[config.mk]
export PLATFORM = sky130hd
export DESIGN_NAME = cpu_register_alu_execute
export DESIGN_NICKNAME = d
export VERILOG_FILES = /design/src/rtl/core/cra_pkg.sv /design/src/rtl/core/cpu_register_alu_execute.sv /design/src/rtl/core/cra_alu.sv
export SDC_FILE = /design/constraint.sdc
export NUM_CORES = 1
export LEC_CHECK = 0
export ABC_AREA = 1
export BUFFER_PORTS_ARGS = -buffer_cell sky130_fd_sc_hd__buf_2
export CAP_MARGIN = 0
export CORE_MARGIN = 1.5
export CORE_UTILIZATION = 45
export CTS_BUF_LIST = sky130_fd_sc_hd__clkbuf_16
export DETAILED_ROUTE_END_ITERATION = 8
export PLACE_DENSITY = 0.74
export SLEW_MARGIN = 5
export SYNTH_ARGS = -nofsm -noshare
export SYNTH_HDL_FRONTEND = slang
export SYNTH_SLANG_ARGS = --single-unit
[constraint.sdc]
create_clock -name clk -period 4.4 [get_ports clk]
set_input_delay 0.22 -clock clk [delete_from_list [all_inputs] [get_ports clk]]
set_output_delay 0.22 -clock clk [all_outputs]
set_load 0.03 [all_outputs]
[src/rtl/core/cra_pkg.sv]
package cra_pkg;

    // Operation codes
    typedef enum logic [5:0] {
        OP_NOP   = 6'd0,
        OP_ADC   = 6'd1,
        OP_SBC   = 6'd2,
        OP_AND   = 6'd3,
        OP_ORA   = 6'd4,
        OP_EOR   = 6'd5,
        OP_CMP   = 6'd6,
        OP_CPX   = 6'd7,
        OP_CPY   = 6'd8,
        OP_BIT   = 6'd9,
        OP_LDA   = 6'd10,
        OP_LDX   = 6'd11,
        OP_LDY   = 6'd12,
        OP_ASL_A = 6'd13,
        OP_LSR_A = 6'd14,
        OP_ROL_A = 6'd15,
        OP_ROR_A = 6'd16,
        OP_ASL_M = 6'd17,
        OP_LSR_M = 6'd18,
        OP_ROL_M = 6'd19,
        OP_ROR_M = 6'd20,
        OP_INC   = 6'd21,
        OP_DEC   = 6'd22,
        OP_INX   = 6'd23,
        OP_INY   = 6'd24,
        OP_DEX   = 6'd25,
        OP_DEY   = 6'd26,
        OP_TAX   = 6'd27,
        OP_TAY   = 6'd28,
        OP_TXA   = 6'd29,
        OP_TYA   = 6'd30,
        OP_TSX   = 6'd31,
        OP_TXS   = 6'd32,
        OP_CLC   = 6'd33,
        OP_SEC   = 6'd34,
        OP_CLI   = 6'd35,
        OP_SEI   = 6'd36,
        OP_CLD   = 6'd37,
        OP_SED   = 6'd38,
        OP_CLV   = 6'd39,
        OP_STA   = 6'd40,
        OP_STX   = 6'd41,
        OP_STY   = 6'd42,
        OP_PHA   = 6'd43,
        OP_PHP   = 6'd44,
        OP_PLA   = 6'd45,
        OP_PLP   = 6'd46,
        OP_BPL   = 6'd47,
        OP_BMI   = 6'd48,
        OP_BVC   = 6'd49,
        OP_BVS   = 6'd50,
        OP_BCC   = 6'd51,
        OP_BCS   = 6'd52,
        OP_BNE   = 6'd53,
        OP_BEQ   = 6'd54
    } op_t;

    // Processor flags kept by the unit
    typedef struct packed {
        logic n;
        logic v;
        logic d;
        logic i;
        logic z;
        logic c;
    } flags_t;

    // Architectural register file
    typedef struct packed {
        logic [7:0] a;
        logic [7:0] x;
        logic [7:0] y;
        logic [7:0] sp;
        flags_t     flags;
    } regs_t;

    localparam logic [7:0] SP_RESET = 8'hFD;

    localparam flags_t FLAGS_RESET = '{n: 1'b0, v: 1'b0, d: 1'b0, i: 1'b1,
                                       z: 1'b0, c: 1'b0};

    localparam regs_t REGS_RESET = '{a: 8'h00, x: 8'h00, y: 8'h00,
                                     sp: SP_RESET, flags: FLAGS_RESET};

    // Status byte: N V 1 B D I Z C, with B forced as given
    function automatic logic [7:0] pack_status(input flags_t f, input logic b);
        pack_status = {f.n, f.v, 1'b1, b, f.d, f.i, f.z, f.c};
    endfunction

endpackage

[src/rtl/core/cpu_register_alu_execute.sv]
// 8-bit processor execute unit: A, X, Y, SP and flags with the ALU.
//
// Input channel: in_valid / in_stall carry one operation (op) and its
// operand byte. A transfer happens on a rising edge with in_valid high
// and in_stall low. Output channel: out_valid / out_stall carry result,
// status (N V 1 B D I Z C, B reads 0) and take_branch, one per input.
//
// Path: the operation is captured in an input register at the transfer and
// executed against the register file once the result register is free; the
// register file and result register load together when it executes.
// Throughput: one operation per cycle while out_stall is low; the register
// file update is combinational adders, decimal adjust and muxes, so each
// operation sees the state left by the one before it.
//
// Reset: A, X, Y clear, SP is 0xFD, only the interrupt-disable flag is set,
// both pipeline stages empty.
// Stall: while out_stall holds a pending result, one more operation waits in
// the input register; in_stall rises only when both stages are full.
module cpu_register_alu_execute
(
    input  logic       clk,
    input  logic       rst_n,
    input  logic       in_valid,
    output logic       in_stall,
    input  logic [5:0] op,
    input  logic [7:0] operand,
    output logic       out_valid,
    input  logic       out_stall,
    output logic [7:0] result,
    output logic [7:0] status,
    output logic       take_branch
);

    // Input register
    logic               in_valid_reg;
    cra_pkg::op_t       op_reg;
    logic [7:0]         operand_reg;

    // Register file and result register
    cra_pkg::regs_t     regs_reg;
    cra_pkg::regs_t     regs_next;
    logic               out_valid_reg;
    logic [7:0]         result_reg;
    logic [7:0]         status_reg;
    logic               branch_reg;

    logic [7:0]         result_next;
    logic [7:0]         status_next;
    logic               branch_next;

    logic               out_free;
    logic               exec_fire;
    logic               in_xfer;

    assign out_free  = !out_valid_reg || !out_stall;
    assign exec_fire = in_valid_reg && out_free;
    assign in_stall  = in_valid_reg && !out_free;
    assign in_xfer   = in_valid && !in_stall;

    cra_alu u_alu
    (
        .op          (op_reg),
        .operand     (operand_reg),
        .regs        (regs_reg),
        .regs_next   (regs_next),
        .result      (result_next),
        .status      (status_next),
        .take_branch (branch_next)
    );

    // Input stage control
    always_ff @(posedge clk or negedge rst_n)
    begin
        if (!rst_n)
        begin
            in_valid_reg <= 1'b0;
        end
        else if (in_xfer)
        begin
            in_valid_reg <= 1'b1;
        end
        else if (exec_fire)
        begin
            in_valid_reg <= 1'b0;
        end
    end

    // Input stage payload
    always_ff @(posedge clk)
    begin
        if (in_xfer)
        begin
            op_reg      <= cra_pkg::op_t'(op);
            operand_reg <= operand;
        end
    end

    // Register file commits as the result is loaded
    always_ff @(posedge clk or negedge rst_n)
    begin
        if (!rst_n)
        begin
            regs_reg      <= cra_pkg::REGS_RESET;
            out_valid_reg <= 1'b0;
        end
        else
        begin
            if (exec_fire)
            begin
                regs_reg <= regs_next;
            end
            if (out_free)
            begin
                out_valid_reg <= in_valid_reg;
            end
        end
    end

    // Result payload
    always_ff @(posedge clk)
    begin
        if (exec_fire)
        begin
            result_reg <= result_next;
            status_reg <= status_next;
            branch_reg <= branch_next;
        end
    end

    assign out_valid   = out_valid_reg;
    assign result      = result_reg;
    assign status      = status_reg;
    assign take_branch = branch_reg;

    // Register file only moves when an operation executes
    assert property (@(posedge clk) disable iff (!rst_n)
        !exec_fire |=> $stable(regs_reg))
        else $error("register file changed without an executing operation");

    // Input side stalls only when both stages hold work
    assert property (@(posedge clk) disable iff (!rst_n)
        in_stall |-> (in_valid_reg && out_valid_reg && out_stall))
        else $error("input stalled with a free stage");

    // Branch tests produce no data byte
    assert property (@(posedge clk) disable iff (!rst_n)
        (out_valid && take_branch) |-> (result == 8'h00))
        else $error("taken branch carries a nonzero result");

    // Delivered status has bit 5 set and break clear
    assert property (@(posedge clk) disable iff (!rst_n)
        out_valid |-> (status[5] && !status[4]))
        else $error("status fixed bits wrong");

endmodule

[src/rtl/core/cra_alu.sv]
module cra_alu
(
    input  cra_pkg::op_t  op,
    input  logic [7:0]    operand,
    input  cra_pkg::regs_t regs,
    output cra_pkg::regs_t regs_next,
    output logic [7:0]    result,
    output logic [7:0]    status,
    output logic          take_branch
);

    // Update N and Z from a result byte
    function automatic cra_pkg::flags_t with_nz(input cra_pkg::flags_t f,
                                                input logic [7:0] v);
        cra_pkg::flags_t r;
        r   = f;
        r.z = (v == 8'h00);
        r.n = v[7];
        return r;
    endfunction

    logic [7:0] a;
    logic [7:0] m;
    logic       cin;

    assign a   = regs.a;
    assign m   = operand;
    assign cin = regs.flags.c;

    // Binary add with carry
    logic [8:0] adc_bin;
    logic       adc_v;
    assign adc_bin = {1'b0, a} + {1'b0, m} + {8'd0, cin};
    assign adc_v   = ~(a[7] ^ m[7]) & (a[7] ^ adc_bin[7]);

    // Decimal add: low nibble adjust, then high adjust
    logic [4:0] dadd_lo_raw;
    logic [4:0] dadd_lo;
    logic [8:0] dadd_s;
    logic [9:0] dadd_adj;
    logic       dadd_v;
    assign dadd_lo_raw = {1'b0, a[3:0]} + {1'b0, m[3:0]} + {4'd0, cin};
    assign dadd_lo     = (dadd_lo_raw >= 5'd10) ?
                         {1'b1, 4'(dadd_lo_raw[3:0] + 4'd6)} : dadd_lo_raw;
    assign dadd_s      = {1'b0, a[7:4], 4'd0} + {1'b0, m[7:4], 4'd0} + {4'd0, dadd_lo};
    assign dadd_v      = ~(a[7] ^ m[7]) & (a[7] ^ dadd_s[7]);
    assign dadd_adj    = (dadd_s >= 9'h0A0) ? ({1'b0, dadd_s} + 10'h060)
                                           : {1'b0, dadd_s};

    // Binary subtract with borrow
    logic [8:0] sbc_bin;
    logic       sbc_v;
    assign sbc_bin = {1'b0, a} + {1'b0, ~m} + {8'd0, cin};
    assign sbc_v   = (a[7] ^ m[7]) & (a[7] ^ sbc_bin[7]);

    // Decimal subtract result, signed arithmetic in two's complement
    logic [5:0] dsub_lo_raw;
    logic [3:0] dsub_lo_fix;
    logic [5:0] dsub_lo;
    logic [9:0] dsub_s;
    logic [9:0] dsub_adj;
    assign dsub_lo_raw = {2'b00, a[3:0]} - {2'b00, m[3:0]} + {5'd0, cin} - 6'd1;
    assign dsub_lo_fix = 4'(dsub_lo_raw[3:0] + 4'd10);
    assign dsub_lo     = dsub_lo_raw[5] ? {2'b11, dsub_lo_fix} : dsub_lo_raw;
    assign dsub_s      = {2'b00, a[7:4], 4'd0} - {2'b00, m[7:4], 4'd0}
                         + {{4{dsub_lo[5]}}, dsub_lo};
    assign dsub_adj    = dsub_s[9] ? (dsub_s - 10'h060) : dsub_s;

    // Compare source and difference
    logic [7:0] cmp_reg;
    logic [8:0] cmp_diff;
    always_comb
    begin
        case (op)
            cra_pkg::OP_CPX: cmp_reg = regs.x;
            cra_pkg::OP_CPY: cmp_reg = regs.y;
            default:         cmp_reg = a;
        endcase
    end
    assign cmp_diff = {1'b0, cmp_reg} - {1'b0, m};

    // Shift source: accumulator or memory operand
    logic [7:0] sh_src;
    assign sh_src = (op == cra_pkg::OP_ASL_A || op == cra_pkg::OP_LSR_A ||
                     op == cra_pkg::OP_ROL_A || op == cra_pkg::OP_ROR_A) ? a : m;

    // Main operation decode
    cra_pkg::regs_t  nxt;
    cra_pkg::flags_t f;
    logic [7:0]      res;
    logic            br;

    always_comb
    begin
        nxt = regs;
        f   = regs.flags;
        res = 8'h00;
        br  = 1'b0;
        case (op)
            cra_pkg::OP_ADC:
            begin
                if (!f.d)
                begin
                    res = adc_bin[7:0];
                    f.c = adc_bin[8];
                    f.v = adc_v;
                    f   = with_nz(f, res);
                end
                else
                begin
                    res = dadd_adj[7:0];
                    f.z = (adc_bin[7:0] == 8'h00);
                    f.n = dadd_s[7];
                    f.v = dadd_v;
                    f.c = (dadd_adj >= 10'h100);
                end
                nxt.a = res;
            end
            cra_pkg::OP_SBC:
            begin
                f.c   = sbc_bin[8];
                f.v   = sbc_v;
                f     = with_nz(f, sbc_bin[7:0]);
                res   = regs.flags.d ? dsub_adj[7:0] : sbc_bin[7:0];
                nxt.a = res;
            end
            cra_pkg::OP_AND:
            begin
                res = a & m;  nxt.a = res;  f = with_nz(f, res);
            end
            cra_pkg::OP_ORA:
            begin
                res = a | m;  nxt.a = res;  f = with_nz(f, res);
            end
            cra_pkg::OP_EOR:
            begin
                res = a ^ m;  nxt.a = res;  f = with_nz(f, res);
            end
            cra_pkg::OP_CMP, cra_pkg::OP_CPX, cra_pkg::OP_CPY:
            begin
                res = cmp_diff[7:0];
                f.c = ~cmp_diff[8];
                f   = with_nz(f, res);
            end
            cra_pkg::OP_BIT:
            begin
                res = a & m;
                f.z = (res == 8'h00);
                f.n = m[7];
                f.v = m[6];
            end
            cra_pkg::OP_LDA:
            begin
                res = m;  nxt.a = res;  f = with_nz(f, res);
            end
            cra_pkg::OP_LDX:
            begin
                res = m;  nxt.x = res;  f = with_nz(f, res);
            end
            cra_pkg::OP_LDY:
            begin
                res = m;  nxt.y = res;  f = with_nz(f, res);
            end
            cra_pkg::OP_ASL_A, cra_pkg::OP_ASL_M:
            begin
                res = {sh_src[6:0], 1'b0};  f.c = sh_src[7];  f = with_nz(f, res);
                if (op == cra_pkg::OP_ASL_A) nxt.a = res;
            end
            cra_pkg::OP_LSR_A, cra_pkg::OP_LSR_M:
            begin
                res = {1'b0, sh_src[7:1]};  f.c = sh_src[0];  f = with_nz(f, res);
                if (op == cra_pkg::OP_LSR_A) nxt.a = res;
            end
            cra_pkg::OP_ROL_A, cra_pkg::OP_ROL_M:
            begin
                res = {sh_src[6:0], cin};  f.c = sh_src[7];  f = with_nz(f, res);
                if (op == cra_pkg::OP_ROL_A) nxt.a = res;
            end
            cra_pkg::OP_ROR_A, cra_pkg::OP_ROR_M:
            begin
                res = {cin, sh_src[7:1]};  f.c = sh_src[0];  f = with_nz(f, res);
                if (op == cra_pkg::OP_ROR_A) nxt.a = res;
            end
            cra_pkg::OP_INC:
            begin
                res = m + 8'd1;  f = with_nz(f, res);
            end
            cra_pkg::OP_DEC:
            begin
                res = m - 8'd1;  f = with_nz(f, res);
            end
            cra_pkg::OP_INX:
            begin
                res = regs.x + 8'd1;  nxt.x = res;  f = with_nz(f, res);
            end
            cra_pkg::OP_INY:
            begin
                res = regs.y + 8'd1;  nxt.y = res;  f = with_nz(f, res);
            end
            cra_pkg::OP_DEX:
            begin
                res = regs.x - 8'd1;  nxt.x = res;  f = with_nz(f, res);
            end
            cra_pkg::OP_DEY:
            begin
                res = regs.y - 8'd1;  nxt.y = res;  f = with_nz(f, res);
            end
            cra_pkg::OP_TAX:
            begin
                res = a;  nxt.x = res;  f = with_nz(f, res);
            end
            cra_pkg::OP_TAY:
            begin
                res = a;  nxt.y = res;  f = with_nz(f, res);
            end
            cra_pkg::OP_TXA:
            begin
                res = regs.x;  nxt.a = res;  f = with_nz(f, res);
            end
            cra_pkg::OP_TYA:
            begin
                res = regs.y;  nxt.a = res;  f = with_nz(f, res);
            end
            cra_pkg::OP_TSX:
            begin
                res = regs.sp;  nxt.x = res;  f = with_nz(f, res);
            end
            cra_pkg::OP_TXS:
            begin
                res = regs.x;  nxt.sp = res;
            end
            cra_pkg::OP_CLC: f.c = 1'b0;
            cra_pkg::OP_SEC: f.c = 1'b1;
            cra_pkg::OP_CLI: f.i = 1'b0;
            cra_pkg::OP_SEI: f.i = 1'b1;
            cra_pkg::OP_CLD: f.d = 1'b0;
            cra_pkg::OP_SED: f.d = 1'b1;
            cra_pkg::OP_CLV: f.v = 1'b0;
            cra_pkg::OP_STA: res = a;
            cra_pkg::OP_STX: res = regs.x;
            cra_pkg::OP_STY: res = regs.y;
            cra_pkg::OP_PHA:
            begin
                res    = a;
                nxt.sp = regs.sp - 8'd1;
            end
            cra_pkg::OP_PHP:
            begin
                // pushed copy has the break bit set
                res    = cra_pkg::pack_status(f, 1'b1);
                nxt.sp = regs.sp - 8'd1;
            end
            cra_pkg::OP_PLA:
            begin
                nxt.sp = regs.sp + 8'd1;
                res    = m;
                nxt.a  = res;
                f      = with_nz(f, res);
            end
            cra_pkg::OP_PLP:
            begin
                nxt.sp = regs.sp + 8'd1;
                f      = '{n: m[7], v: m[6], d: m[3], i: m[2], z: m[1], c: m[0]};
            end
            cra_pkg::OP_BPL: br = ~f.n;
            cra_pkg::OP_BMI: br = f.n;
            cra_pkg::OP_BVC: br = ~f.v;
            cra_pkg::OP_BVS: br = f.v;
            cra_pkg::OP_BCC: br = ~f.c;
            cra_pkg::OP_BCS: br = f.c;
            cra_pkg::OP_BNE: br = ~f.z;
            cra_pkg::OP_BEQ: br = f.z;
            default: ;
        endcase
        nxt.flags = f;
    end

    assign regs_next   = nxt;
    assign result      = res;
    assign status      = cra_pkg::pack_status(nxt.flags, 1'b0);
    assign take_branch = br;

endmodule

After elaboration in Yosys (flattened, before gate mapping)
Index checks and enable logic that the tools add are counted.
- flip-flop bits (word level): 69
- bits in latches: 0
- bits in writable memories: 0
- memory bits (read-only): 0
- input bits: 18
- output and inout bits: 19
- word-level logic and storage cells: 208
- memories kept: 0
- $add $sub $neg: 26
- multiply operators: 0
- div/mod/pow operators: 0
- magnitude comparators: 3
- eq/ne operators: 58
- shift operators: 0
- mux-type cells: 28
- bitwise operators: 17
- reductions and logical operators: 59
- operators with widths (kind ; number):
    $pmux 8 s22 ; 1
    $logic_not 8->1 ; 19
    $eq 6x6->1 const B ; 23
    $eq 6x5->1 const B ; 16
    $pmux 8 s12 ; 1
    $mux 8 ; 8
    $eq 6x4->1 const B ; 8
    $pmux 8 s5 ; 1
    $add 8x1->8 const B ; 4
    $pmux 8 s4 ; 1
    $sub 8x1->8 const B ; 4
    $add 8x8->9 ; 3
    $eq 6x3->1 const B ; 4
    $pmux 8 s3 ; 1
    $pmux 1 s22 ; 1
    $reduce_or 2->1 ; 11
    $pmux 1 s20 ; 1
    $add 9x1->9 ; 2
    $sub 8x8->9 ; 2
    $pmux 1 s8 ; 2
    $pmux 8 s2 ; 1
    $reduce_or 4->1 ; 4
    $logic_not 7->1 ; 2
    $eq 6x2->1 const B ; 2
    42 further kinds ; 69

Depth between registers and ports, before layout
- depth after elaboration: 10
- mapped depth: 30
- mapped depth without buffers: 29

Cells and area by module
From an unflattened synthesis, not the netlist that was laid out.
- cells, all modules: 1430
- area total of the unflattened synthesis: 9362.7 µm²
- by module, submodules not included (module ; instances ; cells an instance ; area an instance (µm²) ; sequential area each (µm²)):
    cra_alu ; 1 ; 1223 ; 6832.8 ; 0.0
    cpu_register_alu_execute ; 1 ; 207 ; 2529.9 ; 1941.9

Worst setup path after synthesis
Ideal clock, no wire load.
- path kind: reg2reg
- from: register operand_reg[0]
- to: register result_reg[7] (netlist: result[7]), data pin
- setup time: 0.269 ns
- arrival time: 4.286 ns
- data required time: 4.131 ns
- setup slack: -0.155 ns
- stages on the path, launching flop included: 26
- path buffers: 0
- period minus slack after synthesis: 4.555 ns
- cell sequence: edfxtp_1 inv_1 fa_1 fa_1 inv_1 nand2_1 nand2_1 inv_1 ha_1 nand2_1 nand3_1 nand2_1 inv_1 fa_1 inv_1 ha_1 fa_1 inv_1 ha_1 nor2_1 nor2_1 nand2_1 nand2_1 nand3_1 nand3_1 nand4_1
- word-level cells in the longest chain between the ends: 10
- elaborated cells on any way between the ends: 28
- classes of those cells: add/sub (18); order compare (2); mux (7); bitwise (1)
- RTL lines (item ; RTL line ; text):
    from (decl) ; cpu_register_alu_execute.sv:37 ; logic [7:0] operand_reg;
    from (signal assigned) ; cpu_register_alu_execute.sv:94 ; operand_reg <= operand;
    $sub 4x4->5 ; cra_alu.sv:62 ; assign dsub_lo_raw = {2'b00, a[3:0]} - {2'b00, m[3:0]} + {5'd0, cin} - 6'd1;
    $add 6x1->6 ; cra_alu.sv:62 ;
    $sub 6x1->6 ; cra_alu.sv:62 ;
    $add 4x4->4 ; cra_alu.sv:63 ; assign dsub_lo_fix = 4'(dsub_lo_raw[3:0] + 4'd10);
    $mux 6 ; cra_alu.sv:64 ; assign dsub_lo = dsub_lo_raw[5] ? {2'b11, dsub_lo_fix} : dsub_lo_raw;
    $add 9x6->10 ; cra_alu.sv:66 ; + {{4{dsub_lo[5]}}, dsub_lo};
    $sub 8x7->8 ; cra_alu.sv:67 ; assign dsub_adj = dsub_s[9] ? (dsub_s - 10'h060) : dsub_s;
    $mux 8 ; cra_alu.sv:67 ;
    $mux 8 ; cra_alu.sv:124 ; res = regs.flags.d ? dsub_adj[7:0] : sbc_bin[7:0];
    $pmux 8 s22 (*) ; cra_alu.sv:99 ; case (op)
    named net result_next[7] ; cpu_register_alu_execute.sv:47 ; logic [7:0] result_next;
    to (signal assigned) ; cpu_register_alu_execute.sv:124 ; result_reg <= result_next;
    to (decl) ; cpu_register_alu_execute.sv:43 ; logic [7:0] result_reg;
The timed path passes the listed nets; every way through them passes the cells marked *.
A chain may end at the register's enable or synchronous reset.

Final worst setup path
- from: register regs_reg[0] (netlist name)
- to: register result_reg[7] (netlist: result[7]), data pin
- word-level cells in the longest chain between the ends: 9
- elaborated cells on any way between the ends: 20
- classes of those cells: add/sub (11); order compare (2); mux (7)
- RTL lines (item ; RTL line ; text):
    from (decl) ; cpu_register_alu_execute.sv:40 ; cra_pkg::regs_t regs_reg;
    from (signal assigned) ; cpu_register_alu_execute.sv:103 ; regs_reg <= cra_pkg::REGS_RESET;
    from (signal assigned) ; cpu_register_alu_execute.sv:110 ; regs_reg <= regs_next;
    $add 6x1->6 ; cra_alu.sv:62 ;
    $sub 6x1->6 ; cra_alu.sv:62 ;
    $add 4x4->4 ; cra_alu.sv:63 ;
    $mux 6 ; cra_alu.sv:64 ;
    $add 9x6->10 ; cra_alu.sv:66 ;
    $sub 8x7->8 ; cra_alu.sv:67 ;
    $mux 8 ; cra_alu.sv:67 ;
    $mux 8 ; cra_alu.sv:124 ;
    $pmux 8 s22 (*) ; cra_alu.sv:99 ;
    named net result_next[7] ; cpu_register_alu_execute.sv:47 ;
Marked as above.

==> qor.csv <==
metric;value;unit
status;finished clean;
Worst VDD drop;373;uV
die area;20900;um^2
routability cong.;1.10;
DRT iter0 DRCs;1441;
slowest CP cell;fa_2;
DRT Pass-1 Iters;7;
minimum clock period;4290;ps
Setup TNS Final;0;ps
sequential-to-total area share from yosys stat;20.9;%
CTS tree;done;
number of global-route vias before repair;9995;
RSZ-0062 raised after global routing;true;
top_reg_cell synth;dfrtp_1;
Area contributors post-synth;nand2_1, edfxtp_1, ha_1, dfrtp_1, inv_1;
Die W;145;um
# fillers;2014;
Chip Height;145;um
row count;51;
Final Hold Fails;0;
Fin Hold WS;34.3;ps
post-synth top area cell;nand2_1;
fin cells;1753;
Avg Synthesized Cell Area;6.40;um^2
pre-CTS setup slack;-79.5;ps
PD cells;700;nW/um^2
Max Slew Vio Count;0;
placed cell area;9760;um^2
Synth top area share;15.4;%
Routed Antenna Nets;0;
clock latency on the worst-skew pair;360;ps
largest net degree at the start of global routing;41;
crit path DAT;4370;ps
Final WS setup;109;ps
Final setup viols;0;
CP startpoint kind;register;
Nets;1580;
# DRC;0;
gr ovfl total;0;
Final Cycle Share;97.5;%
I/O pins;37;
Max-Cap Viols;0;
placed cells;1730;
core box area;19500;um^2
HP Class;in -> reg;
IO buf count;34;
dpl hpwl;31.6;mm
CP Max Fanout;4;
Final Core Density;52.3;%
Crit. End Element;register;
Clock Sinks;69;
WL/cell;22.8;um
critical path buffer and inverter count;5;
#FFs+latches synth;69;
post-synth design cell area;9010;um^2
clk_skew;8.97;ps
initial antenna violation count;3;
asr flop ratio synth;58.0;%
total power;7.15;mW
Crit Path Category;reg -> reg;
total wire length;39.9;mm
layout cell share with drive strength beyond 1;13.8;%
All-Layer GR Usage;38.8;%
number of synthesized flops with an enable pin;29;
worst-path cell chain;clkinv_2, fa_2, fa_2, inv_2, nand2_2, nand2_2, inv_2, ha_4, nand2_2, nand3_2, nand2_2, inv_2, fa_2, inv_2, ha_4, fa_2, nor3_2, nand3_1, a21oi_2, nand3_2, nand3_1, nand3_2, nand3_2, nand4_1;
area added between synthesis and finish;13.3;%
Initial Utilization;46.2;%
Critical Path RT;4480;ps
max frequency;233;MHz
total CTS buffers;9;
first-pass GRT wire length;59.0;mm
Distinct cells, synth;58;
Clock transition at path regs;70;ps
vias post-DR;10782;
max reg flops;38;
Syn Inst Count;1409;
yosys warns;0;
CP max stage delay;450;ps
Worst-Margin Slew;1090;ps
Leakage Power;5.00;nW
DR vias/cell;6.15;
Worst slew margin;27.6;%
crit-path leading delay family;adder cells;
clock buffer depth;2;
Clock Tree Root;clkbuf_16;
H-tree Lvls;3;
final instance area;10200;um^2
syn_nets;1508;
[metal layers]
| layer | GRT usage (%) | wire length (um) |
|---|---|---|
| met4 | 15.3 | 1840 |
| met3 | 15.1 | 5720 |
| met1 | 50.6 | 16000 |
| met2 | 57.4 | 16300 |
| met5 | 0 | 20 |
[layout make-up]
type | instances | area, um^2 | area share, %
Tap cell | 265 | 332 | 3.25
Clock buffer | 9 | 225 | 2.21
Inverter | 182 | 687 | 6.73
Multi-Input combinational cell | 1127 | 6420 | 62.9
Sequential cell | 69 | 1880 | 18.4
Clock inverter | 7 | 50.0 | 0.490
Timing Repair Buffer | 92 | 606 | 5.93
Antenna cell | 2 | 5.00 | 0.0490
[repair_timing]
action | in CTS | in global routing
buffers inserted | 1 | 4
gates resized for setup | 4 | 35
gates cloned | 0 | 0
pin swaps | 0 | 14
endpoints found under the setup margin | 4 | 12
hold buffers | 0 | 0
[worst paths after layout]
| check | from | to | slack (ps) | cells after the start |
|---|---|---|---|---|
| worst max register to register | regs_reg[0] | result[7] | 110 | 24 |
| worst min register to register | in_valid_reg | out_valid | 520 | 2 |
| worst max-delay path | regs_reg[0] | result[7] | 110 | 24 |
| min in group asynchronous | rst_n | in_valid_reg | 70 | 1 |
| max in group asynchronous | rst_n | regs_reg[19] | 3660 | 1 |
| worst min-delay path | operand[6] | operand_reg[6] | 30 | 1 |
[kinds of logic after synthesis]
group                    after synthesis  synth area share [%]
AO/OA/AOI/OAI                        248                  16.5
XOR/XNOR                              45                  4.37
adder cells (fa/ha/maj)               81                  12.3
buffers and inverters                213                  9.38
flip-flops                            69                  20.9
other                                  2                0.0833
AND/OR/NAND/NOR                      751                  36.5
[synthesized netlist by cell type, types with 3 or more instances]
cell	instances
nand2_1	370
inv_1	164
nor2_1	147
nand3_1	112
o21ai_0	84
ha_1	68
a21oi_1	58
nand4_1	38
xor2_1	35
dfrtp_1	32
nor3_1	32
edfxtp_1	29
o22ai_1	29
clkbuf_1	14
fa_1	13
o211ai_1	12
o21ai_1	12
buf_2	11
nor4_1	11
inv_2	10
o221ai_1	10
xnor2_1	10
o2111ai_1	9
dfstp_2	8
nand2_2	8
or2_2	8
clkinv_1	7
nor2_2	6
a211oi_1	5
nor2_4	5
o31ai_1	5
a31oi_1	4
buf_4	4
a221oi_1	3
and3_1	3
o21ai_2	3
[report_power, final]
part	switching, mW	internal (mW)
combinational	3.40	1.82
sequential	0.291	0.933
clock	0.325	0.383
total	4.02	3.13
[cell usage in the layout (no fill, tap or decap), drive strengths merged, types with 3 or more instances in the layout]
master and count:
edfxtp 29, a211oi 5, a21oi 61, clkinvlp 3, o221ai 10, dfrtp 32
nand2 378, xnor2 10, clkinv 9, inv 177, o21ai 99, a221oi 3
nand4 39, nand3 114, buf 92, o2111ai 9, nor2 158, or2 8
fa 13, and3 3, o22ai 29, nor3 33, nor4 12, clkbuf 9
dfstp 8, xor2 35, a31oi 4, o211ai 13, ha 68, o31ai 5
(Power assumes the default switching activity.)
